**config.mk**
```make
export PLATFORM = sky130hd
export DESIGN_NAME = ssit_ram
export DESIGN_NICKNAME = d
export VERILOG_FILES = /design/src/design/sparse_set_index_table_core_macros.svh /design/src/design/ssit_ram.sv
export SDC_FILE = /design/constraint.sdc
export NUM_CORES = 2
export LEC_CHECK = 0
export BUFFER_PORTS_ARGS = -buffer_cell sky130_fd_sc_hd__buf_2
export CORE_ASPECT_RATIO = 1.5
export CORE_MARGIN = 1.5
export CORE_UTILIZATION = 60
export CTS_CLUSTER_SIZE = 28
export DETAILED_ROUTE_END_ITERATION = 10
export HOLD_SLACK_MARGIN = 0.12
export PLACE_DENSITY = 0.76
export SYNTH_ARGS = -nofsm -noshare
export SYNTH_HDL_FRONTEND = slang
export SYNTH_SLANG_ARGS = --single-unit
export TNS_END_PERCENT = 30
```
**constraint.sdc**
```tcl
create_clock -name clk -period 6.1 [get_ports clk]
set_input_delay 1.525 -clock clk [delete_from_list [all_inputs] [get_ports clk]]
set_output_delay 1.525 -clock clk [all_outputs]
set_load 0.1 [all_outputs]
```
**src/design/sparse_set_index_table_core_macros.svh**
```systemverilog
// Assertion macros used by the sparse set table sequencer (ssit_ctrl).
`ifndef SPARSE_SET_INDEX_TABLE_CORE_MACROS_SVH
`define SPARSE_SET_INDEX_TABLE_CORE_MACROS_SVH

// Condition holds at every clock edge out of reset.
`define SSIT_ASSERT_ALWAYS(label, cond, msg) \
  label: assert property (@(posedge clk) disable iff (!rst_n) (cond)) else $error(msg);

// Consequent holds in the same cycle as the antecedent.
`define SSIT_ASSERT_IMPLY(label, ante, cons, msg) \
  label: assert property (@(posedge clk) disable iff (!rst_n) (ante) |-> (cons)) \
    else $error(msg);

// Consequent holds in the cycle after the antecedent.
`define SSIT_ASSERT_NEXT(label, ante, cons, msg) \
  label: assert property (@(posedge clk) disable iff (!rst_n) (ante) |=> (cons)) \
    else $error(msg);

`endif

```
**src/design/ssit_ram.sv**
```systemverilog
// Generic single write port, single read port RAM with registered read data.
module ssit_ram #(
  parameter int WIDTH = 8,
  parameter int DEPTH = 256
) (
  input  logic                     clk,
  input  logic                     we,
  input  logic [$clog2(DEPTH)-1:0] waddr,
  input  logic [WIDTH-1:0]         wdata,
  input  logic                     re,
  input  logic [$clog2(DEPTH)-1:0] raddr,
  output logic [WIDTH-1:0]         rdata
);

  logic [WIDTH-1:0] mem [DEPTH];
  logic [WIDTH-1:0] rdata_r;

  always_ff @(posedge clk) begin
    if (we) begin
      mem[waddr] <= wdata;
    end
    if (re) begin
      rdata_r <= mem[raddr];
    end
  end

  assign rdata = rdata_r;

endmodule

```
Word-level counts from Yosys, hierarchy flattened
Memories as Yosys holds them, arrays and structs flattened. A register that Yosys moved wholly into a read port is not among the register bits.
Cells that the tools add are included.
Widths: inputs -> output; s select.
Storage, ports and cells
  register bits after elaboration: 0
  RAM bits: 2048
  input port bits: 27
  output and inout bits: 8
  memories kept: 1
Cells by class
  mux-type cells: 2
Memories
  mem: depth 256, bits a word 8, read ports 1, clocked after memory_dff 1, write ports 1, line ssit_ram.sv:15  | logic [WIDTH-1:0] mem [DEPTH];
Operators with widths (count)
  $mux 1: 2

Depth between registers and ports, before layout
  depth in word-level cells: 2
  depth in mapped cells: 11
  gate-level depth less buffers: 6

Least setup slack after synthesis
Ideal clock, no wire load.
  path kind: input to register
  from: input port raddr[0]
  to: register rdata_r[2], in the netlist rdata[2], read port of mem, data pin
  arrival time: 3332 ps
  setup slack: 2499 ps
  stages: 9
  path buffers: 4
  cell sequence: buf_6 -> buf_12 -> buf_8 -> buf_2 -> mux4_2 -> a22oi_1 -> a21oi_1 -> nor4_1 -> nor4_2
RTL lines
  start: declaration: line ssit_ram.sv:11  | input logic [$clog2(DEPTH)-1:0] raddr,
  end: declaration: line ssit_ram.sv:16  | logic [WIDTH-1:0] rdata_r;

==> flow_metrics.py <==
metrics = {
    "yosys": {
        "synth_edf_count": 2056,
        "avgSynthCellArea_sq_um": 21.3,
        "ys_seq_elements": 2056,
        "ys_warn_count": 0,
        "synthArstFlopShare": 0,
        "synthDistinctLibCells": 54,
        "synthCells": 3733,
        "syn_area_sq_um": 79600,
        "yosysSeqAreaShare": 0.775,
        "syn-num-nets": 3760,
        "synthFlopType": "edfxtp_1",
    },
    "floorplan": {
        "initial_core_util": 0.605,
        "dieArea_sq_um": 135000,
        "die_w_microns": 300,
        "dieHeight_microns": 449,
        "rows": 163,
        "ios": 35,
        "core_area_sq_um": 132000,
    },
    "routing": {
        "drt_pass1_iterations": 6,
        "vias": 39200,
        "drtIter0Drc": 5420,
        "wirelength_microns": 192000,
        "drc": 0,
        "vias_per_cell": 6.87,
        "ant_nets": 0,
        "avgRoutedWirePerCell_microns": 33.6,
    },
    "final_layout": {
        "final_common_cell": "edfxtp_1",
        "fill_cells": 8056,
        "final_cell_count_no_fill": 5708,
        "layout_common_cells": "edfxtp_1, mux4_2, nor2_1",
        "nets": 3852,
        "area_delta_synth_final_pct": 9.81,
        "drive_above_1_share": 0.218,
    },
    "power": {
        "peakVddDrop_mv": 0.281,
        "power_density_nw_per_um2": 321,
        "leakagePower_nw": 26.8,
    },
    "clock_network": {
        "cts_setup_buffers": 0,
        "clock_sinks": 2056,
        "clock_latency_ps": 810,
        "ctsHoldBuffers": 0,
        "numCtsBuffers": 175,
        "ctsResizeCount": 0,
        "htree_levels": 4,
        "tritoncts": "built",
        "clk_pin_slew_worst_paths_ps": 70,
        "clock-root-buffer": "clkbuf_16",
        "clk_path_buf_depth": 3,
    },
    "worst_setup_path": {
        "path_class": "in -> reg",
        "rrSetupSlack_ps": 3060,
        "timing.rr.start": "mem[77][7]",
        "end_kind": "flip-flop",
        "cpMostUsedCell": "buf_4",
        "worst_ep_required_time_ps": 6610,
        "crit_path_cell_trace": "buf_8 > buf_12 > buf_4 > buf_4 > mux4_2 > a22oi_1 > a21oi_1 > nor4_1 > nor4_2",
        "path_max_fanout": 41,
        "crit_path_top_delay_cell": "nor4_1",
        "crit_path_start_kind": "input port",
        "ff2ff_path_depth": 6,
        "critPathArrivalTime_ps": 5110,
        "slowest_delay_ps": 1190,
        "r2r_end": "rdata[7]",
    },
    "flow_run": {
        "cap_violations": 0,
    },
    "global_route": {
        "grt_max_degree": 197,
        "grt_pass1_vias": 40000,
        "overflow": 0,
        "grt_first_pass_wirelength_microns": 278000,
        "grt_antenna_before_repair": 19,
        "gr-usage-all-layers": 0.290,
    },
    "timing": {
        "timing.hold.ws_ps": 1180,
        "finalClockSkew_ps": 27.3,
        "worst_pin_slew_ps": 1440,
        "rsz0062_at_grt": "no",
        "maxSlewHeadroom": 0.0344,
        "period_needed_ps": 4600,
        "finalHoldViolations": 0,
        "finalCritPeriodShare": 0.754,
        "fmax_ghz": 0.217,
        "fin_tns_setup_ps": 0,
        "setup_viol": 0,
        "finalMaxSlewViolations": 0,
    },
    "placement": {
        "dp_hpwl_microns": 116000,
        "place.gp.congestion": 0.869,
        "io_buffer_count": 34,
        "dpl.cell_count": 5380,
    },
    "hold_path": {
        "min_to": "rdata[1]",
        "min_from": "mem[190][1]",
        "hold_depth": 5,
        "hold_class": "reg -> reg",
    },
    "run_status": {
        "status": "complete, no violations",
    },
}
[layer usage]
metal / vias to the layer above / global-route usage / share of wire
met3: 594 / 0.0636 / 0.097
met5: - / 0 / 0.00061
li1: 15900 / - / -
met4: 18 / 0.167 / 0.066
met2: 2278 / 0.472 / 0.50
met1: 20500 / 0.363 / 0.34
[synthesized netlist by cell type, types with 2 or more instances]
library cell	count	area, sq um
mux4_2	454	10200
a22o_1	8	70.1
and3b_1	2	17.5
buf_1	22	82.6
a221oi_1	13	114
nor2b_1	31	194
o32ai_1	4	35.0
a22oi_1	133	998
mux4_1	2	52.6
a211oi_1	16	120
a311oi_1	2	17.5
buf_2	31	155
o21ai_0	10	50.1
nand2_1	33	124
or2_2	4	25.0
edfxtp_1	2056	61700
nor2_1	282	1060
nand2b_1	8	50.1
o21ai_1	2	10.0
o22a_1	5	43.8
and2_1	6	37.5
a2111oi_0	2	17.5
nor3_1	22	110
clkbuf_1	111	417
buf_12	8	160
buf_8	13	195
nor4_1	24	150
nor4_2	3	37.5
buf_4	27	203
o221ai_1	46	403
o211ai_1	10	75.1
nand3_1	34	170
a2111oi_1	2	20.0
o22ai_1	28	175
nand4_1	10	62.6
a21oi_1	96	480
a31oi_1	2	12.5
buf_6	21	236
nand3b_1	2	15.0
mux2i_1	134	1340
[logic make-up after synthesis]
| logic type | Yosys count | synth area share |
|---|---|---|
| and+or+nand+nor | 466 | 0.0263 |
| DFF | 2056 | 0.775 |
| muxes | 591 | 0.146 |
| AOI/OAI and AO/OA | 385 | 0.0342 |
| buffers and inverters | 235 | 0.0183 |
[critical path: cells and delay by family]
| family | cells | cell delay [ps] |
|---|---|---|
| compound gates | 2 | 320 |
| buf+inv | 4 | 1390 |
| mux | 1 | 540 |
| simple gates | 2 | 1280 |
[flip-flops by register name (all words and copies together), names as in the netlist]
signal  cells
mem      2048
rdata       8
[worst max-delay path by stage]
| stage | startpoint | to | slack (ps) | cells after the start |
|---|---|---|---|---|
| 3_5_place_dp | raddr[1] | rdata[6] | 750 | 8 |
| 3_3_place_gp | raddr[1] | rdata[6] | 730 | 8 |
| 6_report | raddr[0] | rdata[2] | 1500 | 9 |
| 5_1_grt | raddr[0] | rdata[2] | 1480 | 9 |
| 2_1_floorplan | raddr[0] | rdata[2] | 2500 | 9 |
| 4_1_cts | raddr[1] | rdata[6] | 1580 | 8 |
[metrics by stage]
step | instance area (sq um) | util | power, W | setup WS, ps
4_1_cts | 87400 | 0.665 | 0.0281 | 1580
2_1_floorplan | 79600 | - | 0.0167 | 2500
6_report | 87500 | 0.665 | 0.0281 | 1500
3_5_place_dp | 81800 | 0.622 | 0.0173 | 745
5_1_grt | 87400 | 0.665 | 0.0287 | 1480
3_3_place_gp | 81800 | 0.622 | 0.0173 | 735
[where the power goes]
group	total (W)	switching (W)	internal [W]	leakage, nW
Combinational	0.00142	0.000947	0.000474	5.62
Clock	0.0110	0.00490	0.00614	2.74
Sequential	0.0156	0.0000200	0.0156	18.5
[area by class of cell]
class	instances	area, sq um	share of cell area
Multi-Input combinational cell	1442	16500	0.188
Sequential cell	2056	61700	0.706
Tap cell	1732	2170	0.0248
Clock buffer	223	4710	0.0538
Clock inverter	99	902	0.0103
Timing Repair Buffer	148	1430	0.0164
Inverter	2	7.51	0.0000858
Antenna cell	6	15.0	0.000172
Power figures use the tool's default switching activity.
