==> config.mk <==
export PLATFORM = sky130hd
export DESIGN_NAME = ssit_out_stage_flat
export DESIGN_NICKNAME = d
export VERILOG_FILES = /design/src/design/sparse_set_index_table_core_macros.svh /design/src/design/ssit_pkg.sv /design/src/design/ssit_if.sv /design/src/design/ssit_out_stage.sv /design/src/flat_wrapper.sv
export SDC_FILE = /design/constraint.sdc
export NUM_CORES = 1
export LEC_CHECK = 0
export ABC_CLOCK_PERIOD_IN_PS = 2000
export BUFFER_PORTS_ARGS = -buffer_cell sky130_fd_sc_hd__buf_2
export CORE_MARGIN = 3
export CORE_UTILIZATION = 35
export DETAILED_ROUTE_END_ITERATION = 12
export GPL_TIMING_DRIVEN = 1
export PLACE_DENSITY = 0.7
export SLEW_MARGIN = 10
export SYNTH_ARGS = -nofsm -noshare
export SYNTH_HDL_FRONTEND = slang
export SYNTH_SLANG_ARGS = --single-unit
==> constraint.sdc <==
create_clock -name clk -period 2 [get_ports clk]
set_clock_uncertainty 0.15 [all_clocks]
set_input_delay 0.2 -clock clk [delete_from_list [all_inputs] [get_ports clk]]
set_output_delay 0.2 -clock clk [all_outputs]
set_load 0.03 [all_outputs]
==> src/design/sparse_set_index_table_core_macros.svh <==
// Assertion macros used by the sparse set table sequencer (ssit_ctrl).
`ifndef SPARSE_SET_INDEX_TABLE_CORE_MACROS_SVH
`define SPARSE_SET_INDEX_TABLE_CORE_MACROS_SVH

// Condition holds at every clock edge out of reset.
`define SSIT_ASSERT_ALWAYS(label, cond, msg) \
  label: assert property (@(posedge clk) disable iff (!rst_n) (cond)) else $error(msg);

// Consequent holds in the same cycle as the antecedent.
`define SSIT_ASSERT_IMPLY(label, ante, cons, msg) \
  label: assert property (@(posedge clk) disable iff (!rst_n) (ante) |-> (cons)) \
    else $error(msg);

// Consequent holds in the cycle after the antecedent.
`define SSIT_ASSERT_NEXT(label, ante, cons, msg) \
  label: assert property (@(posedge clk) disable iff (!rst_n) (ante) |=> (cons)) \
    else $error(msg);

`endif

==> src/design/ssit_pkg.sv <==
// Shared types and constants of the sparse set table.
package ssit_pkg;

  localparam int KIND_W   = 2;
  localparam int ENTITY_W = 10;
  localparam int SLOT_W   = 8;
  localparam int COUNT_W  = 9;

  localparam logic [KIND_W-1:0] KIND_INSERT = 2'd1;
  localparam logic [KIND_W-1:0] KIND_REMOVE = 2'd2;

  typedef enum logic [2:0] {
    ST_CLEAR,
    ST_IDLE,
    ST_MAP,
    ST_OWN,
    ST_EMIT
  } state_t;

  typedef struct packed {
    logic                found;
    logic [SLOT_W-1:0]   slot;
    logic                moved;
    logic [ENTITY_W-1:0] moved_entity;
    logic                refused;
    logic [COUNT_W-1:0]  entry_count;
  } res_t;

endpackage

==> src/design/ssit_if.sv <==


interface ssit_rsp_if import ssit_pkg::*; ();
  logic                valid;
  logic                ready;
  logic                found;
  logic [SLOT_W-1:0]   slot;
  logic                moved;
  logic [ENTITY_W-1:0] moved_entity;
  logic                refused;
  logic [COUNT_W-1:0]  entry_count;

  modport source (output valid, found, slot, moved, moved_entity, refused, entry_count,
                  input ready);
  modport sink   (input valid, found, slot, moved, moved_entity, refused, entry_count,
                  output ready);
endinterface

==> src/design/ssit_out_stage.sv <==
// Output register between the sequencer and the result channel.
module ssit_out_stage import ssit_pkg::*; (
  input  logic       clk,
  input  logic       rst_n,
  input  logic       res_valid,
  output logic       res_ready,
  input  res_t       res,
  ssit_rsp_if.source rsp
);

  logic out_valid_r, out_valid_nxt;
  res_t out_res_r;
  logic load;

  assign res_ready = !out_valid_r || rsp.ready;
  assign load      = res_valid && res_ready;

  always_comb begin
    out_valid_nxt = out_valid_r;
    priority if (load) begin
      out_valid_nxt = 1'b1;
    end else if (rsp.ready) begin
      out_valid_nxt = 1'b0;
    end
  end

  always_ff @(posedge clk) begin
    if (!rst_n) begin
      out_valid_r <= 1'b0;
    end else begin
      out_valid_r <= out_valid_nxt;
    end
  end

  always_ff @(posedge clk) begin
    if (load) begin
      out_res_r <= res;
    end
  end

  assign rsp.valid        = out_valid_r;
  assign rsp.found        = out_res_r.found;
  assign rsp.slot         = out_res_r.slot;
  assign rsp.moved        = out_res_r.moved;
  assign rsp.moved_entity = out_res_r.moved_entity;
  assign rsp.refused      = out_res_r.refused;
  assign rsp.entry_count  = out_res_r.entry_count;

endmodule

==> src/flat_wrapper.sv <==
// flat-port wrapper written by rule: the top's interface ports become plain ports
module ssit_out_stage_flat import ssit_pkg::*;
  (clk, rst_n, res_valid, res_ready, res, rsp_valid, rsp_found, rsp_slot, rsp_moved, rsp_moved_entity, rsp_refused, rsp_entry_count, rsp_ready);
  ssit_rsp_if rsp_i ();
  input  logic clk;
  input  logic rst_n;
  input  logic res_valid;
  output logic res_ready;
  input  res_t res;
  output wire logic [$bits(rsp_i.valid)-1:0] rsp_valid;
  output wire logic [$bits(rsp_i.found)-1:0] rsp_found;
  output wire logic [$bits(rsp_i.slot)-1:0] rsp_slot;
  output wire logic [$bits(rsp_i.moved)-1:0] rsp_moved;
  output wire logic [$bits(rsp_i.moved_entity)-1:0] rsp_moved_entity;
  output wire logic [$bits(rsp_i.refused)-1:0] rsp_refused;
  output wire logic [$bits(rsp_i.entry_count)-1:0] rsp_entry_count;
  input wire logic [$bits(rsp_i.ready)-1:0] rsp_ready;
  assign rsp_valid = rsp_i.valid;
  assign rsp_found = rsp_i.found;
  assign rsp_slot = rsp_i.slot;
  assign rsp_moved = rsp_i.moved;
  assign rsp_moved_entity = rsp_i.moved_entity;
  assign rsp_refused = rsp_i.refused;
  assign rsp_entry_count = rsp_i.entry_count;
  assign rsp_i.ready = rsp_ready;
  ssit_out_stage u_core (.clk(clk), .rst_n(rst_n), .res_valid(res_valid), .res_ready(res_ready), .res(res), .rsp(rsp_i));
endmodule
---- Word-level counts from Yosys, hierarchy flattened ----
Index checks and enable logic that the tools add are counted.
word-level totals
  output and inout bits ................... 32
  logic and storage cells ................. 13
  input port bits ......................... 34
  register bits ........................... 31
operators by class
  reduce and logical (&&, ||, !) cells .... 4
  muxes and demuxes ....................... 2
operators with widths
  kind                count
  two-way mux 1 bit   2
  nonzero test 2 bit  1
  logical AND 1 bit   1
  zero test 1 bit     1
  logical OR 1 bit    1

---- Depth between registers and ports, before layout ----
  depth after elaboration ................. 4
  depth in mapped cells ................... 2
  mapped depth without buffers ............ 2

---- Worst setup path after synthesis ----
No wires, ideal clock.
  path kind ............................... reg2reg
  start point ............................. register u_core.out_valid_r, in the netlist u_core.rsp.valid
  end point ............................... register u_core.out_res_r, in the netlist u_core.rsp.entry_count[0], enable pin
  data required time ...................... 1,514 ps
  path buffers ............................ 0
  library setup time ...................... 336 ps
  period minus slack after synthesis ...... 1,431 ps
  data arrival time ....................... 945 ps
  cell stages (with the launch flop) ...... 3
  setup slack ............................. 569 ps
  cell sequence ........................... dfxtp_1 > nand2b_4 > and2_4
on the way
  word-level cells in the longest chain between the ends .. 3
ends and longest elaborated chain
  what                      RTL line              text
  start: declaration        ssit_out_stage.sv:11  logic out_valid_r, out_valid_nxt;
  start signal: assignment  ssit_out_stage.sv:31  out_valid_r <= out_valid_nxt;
  zero test 1 bit           ssit_out_stage.sv:15  assign res_ready = !out_valid_r || rsp.ready;
  logical OR 1 bit          ssit_out_stage.sv:15
  via res_ready             flat_wrapper.sv:8     output logic res_ready;
  logical AND 1 bit         ssit_out_stage.sv:16  assign load = res_valid && res_ready;
  via u_core.load           ssit_out_stage.sv:13  logic load;
  end signal: assignment    ssit_out_stage.sv:37  out_res_r <= res;
  end: declaration          ssit_out_stage.sv:12  res_t out_res_r;
The timed path passes the listed nets, and every way through them passes these cells.
A chain may end at the register's enable or synchronous reset.

---- Worst setup path in the final report ----
  start point ............................. input port rst_n
  end point ............................... register u_core.out_valid_r, in the netlist u_core.rsp.valid
RTL lines
  what                RTL line           text
  start: declaration  flat_wrapper.sv:6  input logic rst_n;
No word-level cell between the ends.

==> results.py <==
metrics = {
    "global_route": {
        "use_met2": 0.214,
        "antenna_found_initial": 0,
        "gr-total-overflow": 0,
        "grt_pass1_wl_um": 3360,
        "grt_max_degree": 31,
        "grt_pass1_vias": 747,
        "use_met3": 0.0965,
        "met1_usage": 0.162,
        "grt_usage": 0.144,
        "globalRoute.busiestLayer": "met2",
    },
    "cts": {
        "post_cts_buffers": 0,
        "clk_path_buf_depth": 2,
        "clkTransAtPathRegs_ns": 0.09,
        "cts_tree": "done",
        "h-tree-depth": 2,
        "cts.sinks": 31,
        "cts-root-buf": "clkbuf_4",
        "insertion_delay_ns": 0.31,
        "numCtsBuffers": 5,
    },
    "final_layout": {
        "layoutNonFillerInstCount": 170,
        "n_fill_cell": 195,
        "area.growth.synth_to_final_pct": 77.5,
        "final_nets": 173,
        "n_antenna_cell": 0,
        "drive_gt1_frac": 0.536,
    },
    "outcome": {
        "status": "completed",
    },
    "timing": {
        "tns_ns": 0,
        "rsz0062_at_grt": "no",
        "tightestPinTransition_ns": 0.377,
        "timing_hold_violations_final": 0,
        "drv_slew": 0,
        "max_clock_freq_ghz": 0.670,
        "period_share": 0.746,
        "maxSlewHeadroom": 0.748,
        "setup_viol": 0,
        "min_period_ns": 1.49,
    },
    "placement": {
        "finalWeightedCongestion": 0.610,
        "io_buffer_count": 65,
        "dp.cells": 130,
    },
    "pwr": {
        "power_mw": 1.34,
        "p_leak_nw": 0.745,
        "vdd_drop_max_v": 0.000559,
        "cellPowerDensity_mw_per_mm2": 786,
    },
    "routing": {
        "drc": 0,
        "routed_wl_um": 2220,
        "ant_nets": 0,
        "drtIter0Drc": 17,
        "via_per_inst": 4.17,
        "vias": 709,
        "wl_per_cell_um": 13.1,
        "first_pass_iters": 5,
    },
    "synthesis": {
        "synth_seq_cells": 31,
        "yosys-top-cells-area": "edfxtp_1 (94%), dfxtp_1 (2.1%), nand2b_4 (1.4%), a21boi_2 (1.2%), and2_4 (0.91%)",
        "synth_area_per_cell_um2": 27.4,
        "synth_top_area_share": 0.940,
        "synth_edf_count": 30,
        "ys_types": 6,
        "seq_area_frac_synth": 0.961,
        "syn_inst": 35,
        "ys_warn_count": 0,
        "yosysMostFrequentCell": "edfxtp_1",
        "yosys.area.top_type": "edfxtp_1",
        "synth_flop_cell": "edfxtp_1",
        "synthArstFlopShare": 0,
        "syn-num-nets": 69,
        "synth_area_um2": 958,
    },
    "setup_path": {
        "worstPathRequired_ns": 2.05,
        "crit_type": "input port to flop",
        "startpoint_type": "input port",
        "crit_fanout": 1,
        "worstPathArrival_ns": 1.54,
        "worst_setup_path_end_kind": "flop",
    },
    "die": {
        "die_h_um": 58.3,
        "rows": 18,
        "dieWidth_um": 58.3,
        "initial_core_util": 0.377,
        "design.core.area_mm2": 0.00254,
        "die-area_mm2": 0.00340,
        "boundaryPins": 66,
    },
    "hold_path": {
        "hp-class": "input port to flop",
    },
    "run": {
        "maxCapViolations": 0,
    },
}
[cell usage in the layout (no fill, tap or decap)]
| master | count |
|---|---|
| a21boi_2 | 1 |
| and2_4 | 1 |
| buf_2 | 65 |
| clkbuf_1 | 1 |
| clkbuf_4 | 5 |
| clkbuf_8 | 1 |
| clkinv_2 | 1 |
| dfxtp_1 | 1 |
| dlygate4sd3_1 | 32 |
| edfxtp_1 | 30 |
| inv_1 | 1 |
| nand2b_4 | 1 |
[worst max-delay path, cell delays in order]
cell and delay, ns:
dlygate4sd3_1 0.54, buf_2 0.12, a21boi_2 0.14, dlygate4sd3_1 0.55
[cells by family (layout without fill, tap and decap cells)]
kind of cell	after synthesis	count (layout)	synth area share
buffers and inverters	1	106	0.00391
AO/OA/AOI/OAI	1	1	0.0117
flip-flops	31	31	0.961
AND/OR/NAND/NOR	2	2	0.0235
[through the flow]
step	hold WS [ns]	cell area, um^2	util	setup slack (ns)
2_1_floorplan	0.149	958	-	0.569
3_3_place_gp	0.226	1320	0.519	0.731
3_5_place_dp	0.228	1320	0.519	0.693
4_1_cts	0.288	1700	0.669	0.534
5_1_grt	0.284	1700	0.669	0.514
6_report	0.303	1700	0.669	0.508
[final cells by class]
class	instances	area, um^2	area share
clock buffers	7	55.1	0.0324
clock inverters	1	5.00	0.00294
inverters	1	3.75	0.00221
multi-input cells	3	33.8	0.0199
flip-flops and latches	31	921	0.541
well taps	30	37.5	0.0221
repair buffers	97	646	0.379
[report_power, final]
group,switching (mW),internal [mW]
logic,0.122,0.0920
clock network,0.188,0.170
registers,0.00890,0.756
total,0.319,1.02
[final timing paths]
kind	end	slack, ns	start	cells past startpoint
max reg2reg	u_core.rsp.valid	0.66	u_core.rsp.valid	3
min	u_core.rsp.entry_count[7]	0.30	res_valid	2
min reg2reg	u_core.rsp.entry_count[7]	0.81	u_core.rsp.valid	2
max	u_core.rsp.valid	0.51	rst_n	4
[registers in the layout, indices dropped and copies added (netlist names)]
name	cells
u_core.rsp.moved	1
u_core.rsp.found	1
u_core.rsp.moved_entity	10
u_core.rsp.refused	1
u_core.rsp.valid	1
u_core.rsp.slot	8
u_core.rsp.entry_count	9
[metal layers]
| layer | routed length (um) | part of all wire |
|---|---|---|
| met5 | 0 | 0 |
| met4 | 14 | 0.0063 |
| met2 | 1020 | 0.46 |
| met1 | 840 | 0.38 |
| met3 | 348 | 0.16 |
[repair_timing]
action,CTS,global route
hold buffers,32,0
gates resized for setup,0,0
endpoints found under the hold margin,31,0
No activity file was read; power rests on OpenSTA's default activity.
