[config.mk]
export PLATFORM = sky130hd
export DESIGN_NAME = ssit_ctrl_flat
export DESIGN_NICKNAME = d
export VERILOG_FILES = /design/src/design/ssit_pkg.sv /design/src/design/ssit_if.sv /design/src/design/ssit_ctrl.sv /design/src/flat_wrapper.sv
export VERILOG_INCLUDE_DIRS = /design/src /design/src/design
export SDC_FILE = /design/constraint.sdc
export NUM_CORES = 1
export LEC_CHECK = 0
export BUFFER_PORTS_ARGS = -buffer_cell sky130_fd_sc_hd__clkbuf_2
export CORE_ASPECT_RATIO = 0.6
export CORE_MARGIN = 2
export CORE_UTILIZATION = 45
export CTS_BUF_LIST = sky130_fd_sc_hd__clkbuf_4 sky130_fd_sc_hd__clkbuf_8 sky130_fd_sc_hd__clkbuf_16
export CTS_CLUSTER_DIAMETER = 40
export DETAILED_ROUTE_END_ITERATION = 7
export MAX_ROUTING_LAYER = met4
export PLACE_DENSITY = 0.75
export SYNTH_ARGS = -nofsm -noshare
export SYNTH_HDL_FRONTEND = slang
export SYNTH_SLANG_ARGS = --single-unit
[constraint.sdc]
create_clock -name clk -period 2.1 [get_ports clk]
set_input_delay 0.105 -clock clk [delete_from_list [all_inputs] [get_ports clk]]
set_output_delay 0.105 -clock clk [all_outputs]
set_load 0.05 [all_outputs]
[src/design/sparse_set_index_table_core_macros.svh]
// Assertion macros used by the sparse set table sequencer (ssit_ctrl).
`ifndef SPARSE_SET_INDEX_TABLE_CORE_MACROS_SVH
`define SPARSE_SET_INDEX_TABLE_CORE_MACROS_SVH

// Condition holds at every clock edge out of reset.
`define SSIT_ASSERT_ALWAYS(label, cond, msg) \
  label: assert property (@(posedge clk) disable iff (!rst_n) (cond)) else $error(msg);

// Consequent holds in the same cycle as the antecedent.
`define SSIT_ASSERT_IMPLY(label, ante, cons, msg) \
  label: assert property (@(posedge clk) disable iff (!rst_n) (ante) |-> (cons)) \
    else $error(msg);

// Consequent holds in the cycle after the antecedent.
`define SSIT_ASSERT_NEXT(label, ante, cons, msg) \
  label: assert property (@(posedge clk) disable iff (!rst_n) (ante) |=> (cons)) \
    else $error(msg);

`endif

[src/design/ssit_pkg.sv]
// Shared types and constants of the sparse set table.
package ssit_pkg;

  localparam int KIND_W   = 2;
  localparam int ENTITY_W = 10;
  localparam int SLOT_W   = 8;
  localparam int COUNT_W  = 9;

  localparam logic [KIND_W-1:0] KIND_INSERT = 2'd1;
  localparam logic [KIND_W-1:0] KIND_REMOVE = 2'd2;

  typedef enum logic [2:0] {
    ST_CLEAR,
    ST_IDLE,
    ST_MAP,
    ST_OWN,
    ST_EMIT
  } state_t;

  typedef struct packed {
    logic                found;
    logic [SLOT_W-1:0]   slot;
    logic                moved;
    logic [ENTITY_W-1:0] moved_entity;
    logic                refused;
    logic [COUNT_W-1:0]  entry_count;
  } res_t;

endpackage

[src/design/ssit_if.sv]
// Request and result channel interfaces of the sparse set table.
interface ssit_req_if import ssit_pkg::*; ();
  logic                valid;
  logic                ready;
  logic [KIND_W-1:0]   kind;
  logic [ENTITY_W-1:0] entity;

  modport source (output valid, kind, entity, input ready);
  modport sink   (input valid, kind, entity, output ready);
endinterface


[src/design/ssit_ctrl.sv]
// Sequencer: clearing pass, read-modify-write of the sparse map and dense owner RAMs.
`include "sparse_set_index_table_core_macros.svh"
module ssit_ctrl import ssit_pkg::*; #(
  parameter int ENTITY_COUNT = 1024,
  parameter int CAPACITY     = 256
) (
  input  logic                              clk,
  input  logic                              rst_n,
  ssit_req_if.sink                          req,
  output logic                              res_valid,
  input  logic                              res_ready,
  output res_t                              res,
  output logic                              sp_we,
  output logic [$clog2(ENTITY_COUNT)-1:0]   sp_waddr,
  output logic [$clog2(CAPACITY):0]         sp_wdata,
  output logic                              sp_re,
  output logic [$clog2(ENTITY_COUNT)-1:0]   sp_raddr,
  input  logic [$clog2(CAPACITY):0]         sp_rdata,
  output logic                              dn_we,
  output logic [$clog2(CAPACITY)-1:0]       dn_waddr,
  output logic [$clog2(ENTITY_COUNT)-1:0]   dn_wdata,
  output logic                              dn_re,
  output logic [$clog2(CAPACITY)-1:0]       dn_raddr,
  input  logic [$clog2(ENTITY_COUNT)-1:0]   dn_rdata
);

  localparam int EW = $clog2(ENTITY_COUNT);
  localparam int SW = $clog2(CAPACITY);
  localparam int CW = $clog2(CAPACITY + 1);
  localparam logic [EW-1:0] CLR_LAST = EW'(ENTITY_COUNT - 1);
  localparam logic [CW-1:0] CAP_FULL = CW'(CAPACITY);

  state_t        state_r, state_nxt;
  logic [KIND_W-1:0] kind_r, kind_nxt;
  logic [EW-1:0] ent_r, ent_nxt;
  logic          range_r, range_nxt;
  logic [EW-1:0] clr_addr_r, clr_addr_nxt;
  logic [CW-1:0] used_r, used_nxt;
  logic [SW-1:0] slot_r, slot_nxt;
  logic [SW-1:0] last_r, last_nxt;
  res_t          res_r, res_nxt;

  logic          in_fire;
  logic          map_present;
  logic [SW-1:0] map_slot;
  logic [SW-1:0] used_last;
  logic          count_quiet;
  logic          swap_step;

  assign req.ready   = (state_r == ST_IDLE);
  assign in_fire     = req.valid && req.ready;
  assign map_present = range_r && sp_rdata[SW];
  assign map_slot    = map_present ? sp_rdata[SW-1:0] : '0;
  assign used_last   = SW'(used_r - CW'(1));
  assign res_valid   = (state_r == ST_EMIT);
  assign res         = res_r;
  assign count_quiet = (state_r == ST_IDLE) || (state_r == ST_EMIT) || (state_r == ST_CLEAR);
  assign swap_step   = (state_r == ST_OWN) && (slot_r != last_r);

  always_comb begin
    state_nxt = state_r;
    unique case (state_r)
      ST_CLEAR: if (clr_addr_r == CLR_LAST) state_nxt = ST_IDLE;
      ST_IDLE:  if (req.valid) state_nxt = ST_MAP;
      ST_MAP: begin
        if (kind_r == KIND_REMOVE && map_present) state_nxt = ST_OWN;
        else state_nxt = ST_EMIT;
      end
      ST_OWN:   state_nxt = ST_EMIT;
      ST_EMIT:  if (res_ready) state_nxt = ST_IDLE;
      default:  state_nxt = ST_IDLE;
    endcase
  end

  always_comb begin
    sp_we        = 1'b0;
    sp_waddr     = ent_r;
    sp_wdata     = '0;
    sp_re        = 1'b0;
    sp_raddr     = EW'(req.entity);
    dn_we        = 1'b0;
    dn_waddr     = SW'(used_r);
    dn_wdata     = ent_r;
    dn_re        = 1'b0;
    dn_raddr     = used_last;
    kind_nxt     = kind_r;
    ent_nxt      = ent_r;
    range_nxt    = range_r;
    clr_addr_nxt = clr_addr_r;
    used_nxt     = used_r;
    slot_nxt     = slot_r;
    last_nxt     = last_r;
    res_nxt      = res_r;
    unique case (state_r)
      ST_CLEAR: begin
        sp_we        = 1'b1;
        sp_waddr     = clr_addr_r;
        clr_addr_nxt = clr_addr_r + EW'(1);
      end
      ST_IDLE: begin
        if (req.valid) begin
          sp_re     = 1'b1;
          kind_nxt  = req.kind;
          ent_nxt   = EW'(req.entity);
          range_nxt = (32'(req.entity) < 32'(ENTITY_COUNT));
        end
      end
      ST_MAP: begin
        res_nxt = '0;
        unique case (kind_r)
          KIND_INSERT: begin
            if (map_present) begin
              res_nxt.found = 1'b1;
              res_nxt.slot  = SLOT_W'(map_slot);
            end else if (!range_r || used_r == CAP_FULL) begin
              res_nxt.refused = 1'b1;
            end else begin
              // append at the end of the dense list
              sp_we        = 1'b1;
              sp_wdata     = {1'b1, SW'(used_r)};
              dn_we        = 1'b1;
              used_nxt     = used_r + CW'(1);
              res_nxt.slot = SLOT_W'(used_r);
            end
          end
          KIND_REMOVE: begin
            if (map_present) begin
              // drop the entry now, fetch the owner of the last slot
              sp_we    = 1'b1;
              dn_re    = 1'b1;
              slot_nxt = map_slot;
              last_nxt = used_last;
            end
          end
          default: begin
            res_nxt.found = map_present;
            res_nxt.slot  = SLOT_W'(map_slot);
          end
        endcase
        res_nxt.entry_count = COUNT_W'(used_nxt);
      end
      ST_OWN: begin
        res_nxt       = '0;
        res_nxt.found = 1'b1;
        res_nxt.slot  = SLOT_W'(slot_r);
        if (slot_r != last_r) begin
          // move the last entry into the freed slot
          dn_we                = 1'b1;
          dn_waddr             = slot_r;
          dn_wdata             = dn_rdata;
          sp_we                = 1'b1;
          sp_waddr             = dn_rdata;
          sp_wdata             = {1'b1, slot_r};
          res_nxt.moved        = 1'b1;
          res_nxt.moved_entity = ENTITY_W'(dn_rdata);
        end
        used_nxt            = used_r - CW'(1);
        res_nxt.entry_count = COUNT_W'(used_nxt);
      end
      ST_EMIT: begin
      end
      default: begin
      end
    endcase
  end

  always_ff @(posedge clk) begin
    if (!rst_n) begin
      state_r    <= ST_CLEAR;
      clr_addr_r <= '0;
      used_r     <= '0;
    end else begin
      state_r    <= state_nxt;
      clr_addr_r <= clr_addr_nxt;
      used_r     <= used_nxt;
    end
  end

  always_ff @(posedge clk) begin
    kind_r  <= kind_nxt;
    ent_r   <= ent_nxt;
    range_r <= range_nxt;
    slot_r  <= slot_nxt;
    last_r  <= last_nxt;
    res_r   <= res_nxt;
  end

  `SSIT_ASSERT_ALWAYS(a_used_bound, used_r <= CAP_FULL, "entry count above capacity")
  `SSIT_ASSERT_NEXT(a_accept_to_map, in_fire, state_r == ST_MAP, "accepted item skipped map read")
  `SSIT_ASSERT_NEXT(a_count_hold, count_quiet, $stable(used_r), "entry count changed idle")
  `SSIT_ASSERT_IMPLY(a_moved_distinct, swap_step, dn_rdata != ent_r, "moved entity is removed one")

endmodule

[src/flat_wrapper.sv]
// flat-port wrapper written by rule: the top's interface ports become plain ports
module ssit_ctrl_flat import ssit_pkg::*;
#(
  parameter int ENTITY_COUNT = 1024,
  parameter int CAPACITY     = 256
)
  (clk, rst_n, res_valid, res_ready, res, sp_we, sp_waddr, sp_wdata, sp_re, sp_raddr, sp_rdata, dn_we, dn_waddr, dn_wdata, dn_re, dn_raddr, dn_rdata, req_valid, req_kind, req_entity, req_ready);
  ssit_req_if req_i ();
  input  logic clk;
  input  logic rst_n;
  output logic res_valid;
  input  logic res_ready;
  output res_t res;
  output logic sp_we;
  output logic [$clog2(ENTITY_COUNT)-1:0] sp_waddr;
  output logic [$clog2(CAPACITY):0] sp_wdata;
  output logic sp_re;
  output logic [$clog2(ENTITY_COUNT)-1:0] sp_raddr;
  input  logic [$clog2(CAPACITY):0] sp_rdata;
  output logic dn_we;
  output logic [$clog2(CAPACITY)-1:0] dn_waddr;
  output logic [$clog2(ENTITY_COUNT)-1:0] dn_wdata;
  output logic dn_re;
  output logic [$clog2(CAPACITY)-1:0] dn_raddr;
  input  logic [$clog2(ENTITY_COUNT)-1:0] dn_rdata;
  input wire logic [$bits(req_i.valid)-1:0] req_valid;
  input wire logic [$bits(req_i.kind)-1:0] req_kind;
  input wire logic [$bits(req_i.entity)-1:0] req_entity;
  output wire logic [$bits(req_i.ready)-1:0] req_ready;
  assign req_i.valid = req_valid;
  assign req_i.kind = req_kind;
  assign req_i.entity = req_entity;
  assign req_ready = req_i.ready;
  ssit_ctrl #(.ENTITY_COUNT(ENTITY_COUNT), .CAPACITY(CAPACITY)) u_core (.clk(clk), .rst_n(rst_n), .req(req_i), .res_valid(res_valid), .res_ready(res_ready), .res(res), .sp_we(sp_we), .sp_waddr(sp_waddr), .sp_wdata(sp_wdata), .sp_re(sp_re), .sp_raddr(sp_raddr), .sp_rdata(sp_rdata), .dn_we(dn_we), .dn_waddr(dn_waddr), .dn_wdata(dn_wdata), .dn_re(dn_re), .dn_raddr(dn_raddr), .dn_rdata(dn_rdata));
endmodule
## After elaboration in Yosys (flattened, before gate mapping)

Index checks and enable logic that the tools add are counted.

| storage, ports and cells | value |
|---|---|
| register bits | 80 |
| bits in read-only memories | 0 |
| memory bits (writable) | 0 |
| bits of input ports | 35 |
| latch bits | 0 |
| logic and storage cells | 74 |
| memories kept | 0 |
| output and inout bits | 91 |

| operators by class | value |
|---|---|
| $add $sub $neg | 3 |
| mux-type cells | 40 |
| equal/unequal tests | 12 |
| $lt $le $gt $ge | 0 |
| reduce and logical (&&, ||, !) cells | 6 |
| bitwise operators | 0 |
| divide/modulo/power cells | 0 |
| $mul | 0 |
| shifts and indexed selects | 0 |

Operators with widths:

| operator | number |
|---|---|
| 9-bit 2-to-1 mux | 7 |
| 30-bit one-hot mux with 2 select lines | 1 |
| 9-bit one-hot mux with 2 select lines | 3 |
| 8-bit 2-to-1 mux | 5 |
| 10-bit 2-to-1 mux | 2 |
| 10-bit one-hot mux with 2 select lines | 1 |
| 3-bit one-hot mux with 5 select lines | 1 |
| 1-bit 2-to-1 mux | 12 |
| 3-bit 2-to-1 mux | 4 |
| 11-bit 2-to-1 mux | 1 |
| 10-bit by 1-bit adder with 10-bit output, second input constant | 1 |
| 10-bit equality test, second input constant | 1 |
| 9-bit by 1-bit adder with 9-bit output, second input constant | 1 |
| 9-bit equality test, second input constant | 1 |
| 9-bit by 1-bit subtractor with 9-bit output, second input constant | 1 |
| 8-bit inequality test | 1 |
| 3-bit by 2-bit equality test with 1-bit output, second input constant | 2 |
| 3-bit AND reduction | 2 |
| 2-bit inequality test, second input constant | 2 |
| 1-bit one-hot mux with 2 select lines | 2 |
| 3-bit by 1-bit equality test with 1-bit output, second input constant | 1 |
| 3-bit equality test, second input constant | 1 |
| 3-bit zero test | 1 |
| 1-bit one-hot mux with 3 select lines | 1 |
| other kinds (6) | 6 |

## Logic depth before layout (Yosys ltp)

| depth | value |
|---|---|
| word-level depth | 5 |
| depth in mapped cells | 9 |
| depth with buffers taken out | 8 |

## Least setup slack after synthesis

OpenSTA, ideal clock, no wires.

| timing | value |
|---|---|
| kind | register to output |
| start point | register u_core.slot_r[2] |
| end point | output port sp_waddr[7] |
| slack | -0.963 ns |
| data arrival time | 2.958 ns |
| required time | 1.995 ns |
| path buffers | 1 |
| cell stages (with the launch flop) | 6 |
| path through | edfxtp_1 xnor2_1 nand4_1 o21a_1 buf_2 o311ai_0 |

| on the way | value |
|---|---|
| cells in the longest elaborated chain, start to end | 3 |

RTL lines:

| item | RTL line | RTL |
|---|---|---|
| start, declared | ssit_ctrl.sv:39 | `logic [SW-1:0] slot_r, slot_nxt;` |
| start signal, assigned | ssit_ctrl.sv:183 | `slot_r <= slot_nxt;` |
| 8-bit inequality test | n/a |  |
| 10-bit 2-to-1 mux | ssit_ctrl.sv:146 | `if (slot_r != last_r) begin` |
| 10-bit one-hot mux with 2 select lines | ssit_ctrl.sv:94 | `unique case (state_r)` |
| end, declared | flat_wrapper.sv:15 | `output logic [$clog2(ENTITY_COUNT)-1:0] sp_waddr;` |

No other way between the ends.

## Final worst setup path

| timing | value |
|---|---|
| start point | register u_core.slot_r[6] |
| end point | output port sp_waddr[5] |

The elaborated chain is that of the path after synthesis.

==> impl_metrics.csv <==
group,metric,value,unit
die,effective_utilization_at_floorplan,47.32,%
layout,post_route_design_area,0.006710,mm²
power_and_ir_drop,swShare,26.07,%
logic_synthesis,ys.flop_type,"edfxtp_1",
layout,insertedDiodeCount,0,
place,gpl.final_weighted_congestion,0.9555,
die,floorplan.die.height,80.84,µm
drt,drtIter0Drc,581,
drt,ant_nets,0,
place,portBuffers,125,
sta,fmax,429.5,MHz
cts,cts-htree-levels,3,
critical_path,cpPeakStageDelay,0.47,ns
power_and_ir_drop,p_sw,0.9867,mW
sta,timing.final.setup_violations,37,
global_route,grt_pass1_vias,3916,
layout,post_route_cells_drive_above_1_share,45.36,%
cts,clockRootBuffer,"clkbuf_16",
place,placed_cells,680,
logic_synthesis,synth_largest_type_area_fraction,39.33,%
die,die_area,0.01068,mm²
power_and_ir_drop,leak_pwr,2.731,nW
logic_synthesis,synthesis.area,0.004428,mm²
layout,synthToLayoutAreaGrowth,51.54,%
power_and_ir_drop,p_int,2.798,mW
critical_path,timing.critical_path.required,2.00,ns
power_and_ir_drop,power.share.sequential,45.3,%
drt,vias,4463,
sta,setup_tns,-3.976,ns
critical_path,worst-setup-path-type,"reg -> out",
cts,tritoncts,"yes",
sta,finalHoldViolCount,0,
critical_path,critical_path_arrival,2.22,ns
logic_synthesis,postSynth.asyncResetShare,0,%
critical_path,worstSetupStartpointType,"flip-flop",
die,placeableCoreArea,0.009358,mm²
power_and_ir_drop,pwr_density_cell,564.0,mW/mm²
layout,final_core_util,71.71,%
cts,clk-insertion-delay-late,0.35,ns
critical_path,worstPathMaxFanout,12,
sta,timing.final.ws_setup,-0.2281,ns
sta,timing.clock.skew,0.006722,ns
sta,period_share,110.9,%
layout,fillers,607,
global_route,first_pass_grt_wire_length,21.81,mm
logic_synthesis,synthCells,429,
logic_synthesis,syn_avg_cell_area,10.32,µm²
sta,finalCriticalPeriod,2.328,ns
drt,drc_errors,0,
flow_run,cap_viol_max_count,0,
die,chipWidth,132.1,µm
logic_synthesis,synth_warnings,0,
drt,vias_per_inst,6.080,
global_route,grt.overflow.total,0,
sta,worst-slew-pin-transition,0.6680,ns
place,placed_cell_area,0.005499,mm²
logic_synthesis,synth_nets,471,
cts,clk_transition_reported_paths,0.06,ns
power_and_ir_drop,share_clk_of_total_power,42.0,%
drt,routed_wire_length_per_instance,21.93,µm
global_route,groute.usage.overall,27.94,%
sta,max_slew_margin,55.42,%
drt,route.final.wire_length,16.10,mm
power_and_ir_drop,peakVddDrop,403.8,µV
die,floorplan.io_pins,126,
logic_synthesis,synth_edf_count,58,
logic_synthesis,synth.distinct_cells,55,
critical_path,top_family_by_delay_on_critical_path,"compound AO/OA/AOI/OAI gates",
logic_synthesis,synth-seq-cells,80,
place,dp.final_hpwl,9.710,mm
drt,drtPass1Iterations,5,
global_route,largest_net_degree_at_the_start_of_global_routing,29,
min_path,min_path_type,"in -> reg",
power_and_ir_drop,fin_total_pwr,3.785,mW
cts,cts_buffer_count,9,
cts,tritoncts_num_sinks,80,
cts,ctsLongestPathBuffers,2,
sta,hold_slack,0.01980,ns
global_route,antenna_violations_before_repair,0,
power_and_ir_drop,comb_power_share,12.6,%
layout,final_cell_count_no_fill,734,
critical_path,crit_chain,"xnor2_1 > nand4_1 > buf_4 > o21ai_0 > o311a_4 > buf_8",
run_status,failed_checks,"setup timing",
sta,slew_violations,0,
critical_path,timing.critical_path.to_type,"output port",
die,row_count,27,
run_status,outcome,"finished with violations",
logic_synthesis,synth-seq-area-share,49.28,%
sta,grt_setup_unrepaired,"true",
layout,finish.net_count,641,
critical_path,critical_path_buf_inv_count,2,
logic_synthesis,synth.area.top_cells,"edfxtp_1, dfxtp_1, nand2_1",
critical_path,worst_path_max_delay_cell,"edfxtp_1",
place,post-place-ws,0.1500,ns
logic_synthesis,library_cell_with_the_largest_summed_area_after_synthesis,"edfxtp_1",
[registers in the layout (all words and copies together) (netlist names)]
| name | cells |
|---|---|
| u_core.clr_addr_r | 10 |
| u_core.ent_r | 10 |
| u_core.kind_r | 2 |
| u_core.last_r | 8 |
| u_core.res | 30 |
| u_core.slot_r | 8 |
| u_core.state_r | 3 |
| u_core.used_r | 9 |
[synthesized netlist by cell type, drive strengths merged (9+ instances only)]
| library cell | number |
|---|---|
| edfxtp | 58 |
| nand2b | 9 |
| nand3 | 11 |
| xnor2 | 14 |
| buf | 31 |
| dfxtp | 22 |
| nand2 | 39 |
| xor2 | 11 |
| o211ai | 11 |
| and2 | 12 |
| mux2 | 10 |
| nand4 | 9 |
| clkbuf | 11 |
| o21ai | 20 |
| nor3 | 10 |
| a21oi | 11 |
| inv | 25 |
| nor2 | 23 |
[placed cells by master, fill, tap and decap left out, types with 12 or more instances in the layout]
master / Yosys / final
clkbuf_2: 0 / 82
buf_4: 14 / 59
nor2_1: 23 / 22
nand2_1: 39 / 38
inv_1: 25 / 23
buf_8: 0 / 23
dfxtp_1: 22 / 17
edfxtp_1: 58 / 58
dlygate4sd3_1: 0 / 12
xnor2_1: 14 / 13
[routing by layer]
metal  GRT usage, %  share of wire [%]  up-vias
li1               -                  -     1898
met1          37.88                 41     2157
met4          6.957                2.4        0
met3          8.427                 11       47
met2          41.15                 45      361
met5              -                  0        -
[layout make-up]
class	instances	area (µm²)	share of cell area [%]
Timing Repair Buffer	201	1670	24.89
Clock buffer	9	225.2	3.356
Multi-Input combinational cell	282	2288	34.10
Tap cell	130	162.7	2.424
Sequential cell	80	2193	32.69
Clock inverter	7	72.57	1.081
Inverter	25	97.59	1.454
[cell families (layout without fill, tap and decap cells)]
group	Yosys count	after routing	synth area share, %
AND/OR/NAND/NOR	147	147	18.76
AO/OA/AOI/OAI	90	90	14.36
flip-flops	80	80	49.28
buffers and inverters	67	242	7.460
XOR/XNOR	25	25	4.945
multiplexers	13	13	3.221
adder cells (fa/ha/maj)	7	7	1.978
[tightest hold or removal path, cell delays in order]
cell and delay (ns):
clkbuf_2 0.10, inv_1 0.05, a221oi_1 0.06
[final timing paths]
path / startpoint / to / slack, ns / depth (start not counted)
hold reg to reg: u_core.used_r[8] / u_core.used_r[8] / 0.54 / 2
setup / recovery: u_core.slot_r[6] / sp_waddr[5] / -0.23 / 6
setup reg to reg: u_core.state_r[0] / u_core.clr_addr_r[7] / 0.10 / 5
hold / removal: req_valid / u_core.state_r[2] / 0.02 / 3
[power by group through the flow]
stage	Combinational, mW	Clock (mW)	Sequential, mW
final	0.477	1.59	1.72
after global routing	0.494	1.65	1.71
after CTS	0.445	1.60	1.71
after detailed placement	0.386	0	1.74
after global placement	0.382	0	1.74
after floorplan	0.282	0	1.74
[timing repair]
| item | in CTS | in global routing |
|---|---|---|
| pin swaps | 15 | 11 |
| endpoints found under the setup margin | 41 | 44 |
| hold endpoints to repair | 12 | 0 |
| gates cloned | 0 | 2 |
| setup buffers | 18 | 7 |
| hold buffers | 12 | 0 |
| resized for setup | 82 | 59 |
Power figures use the tool's default switching activity.
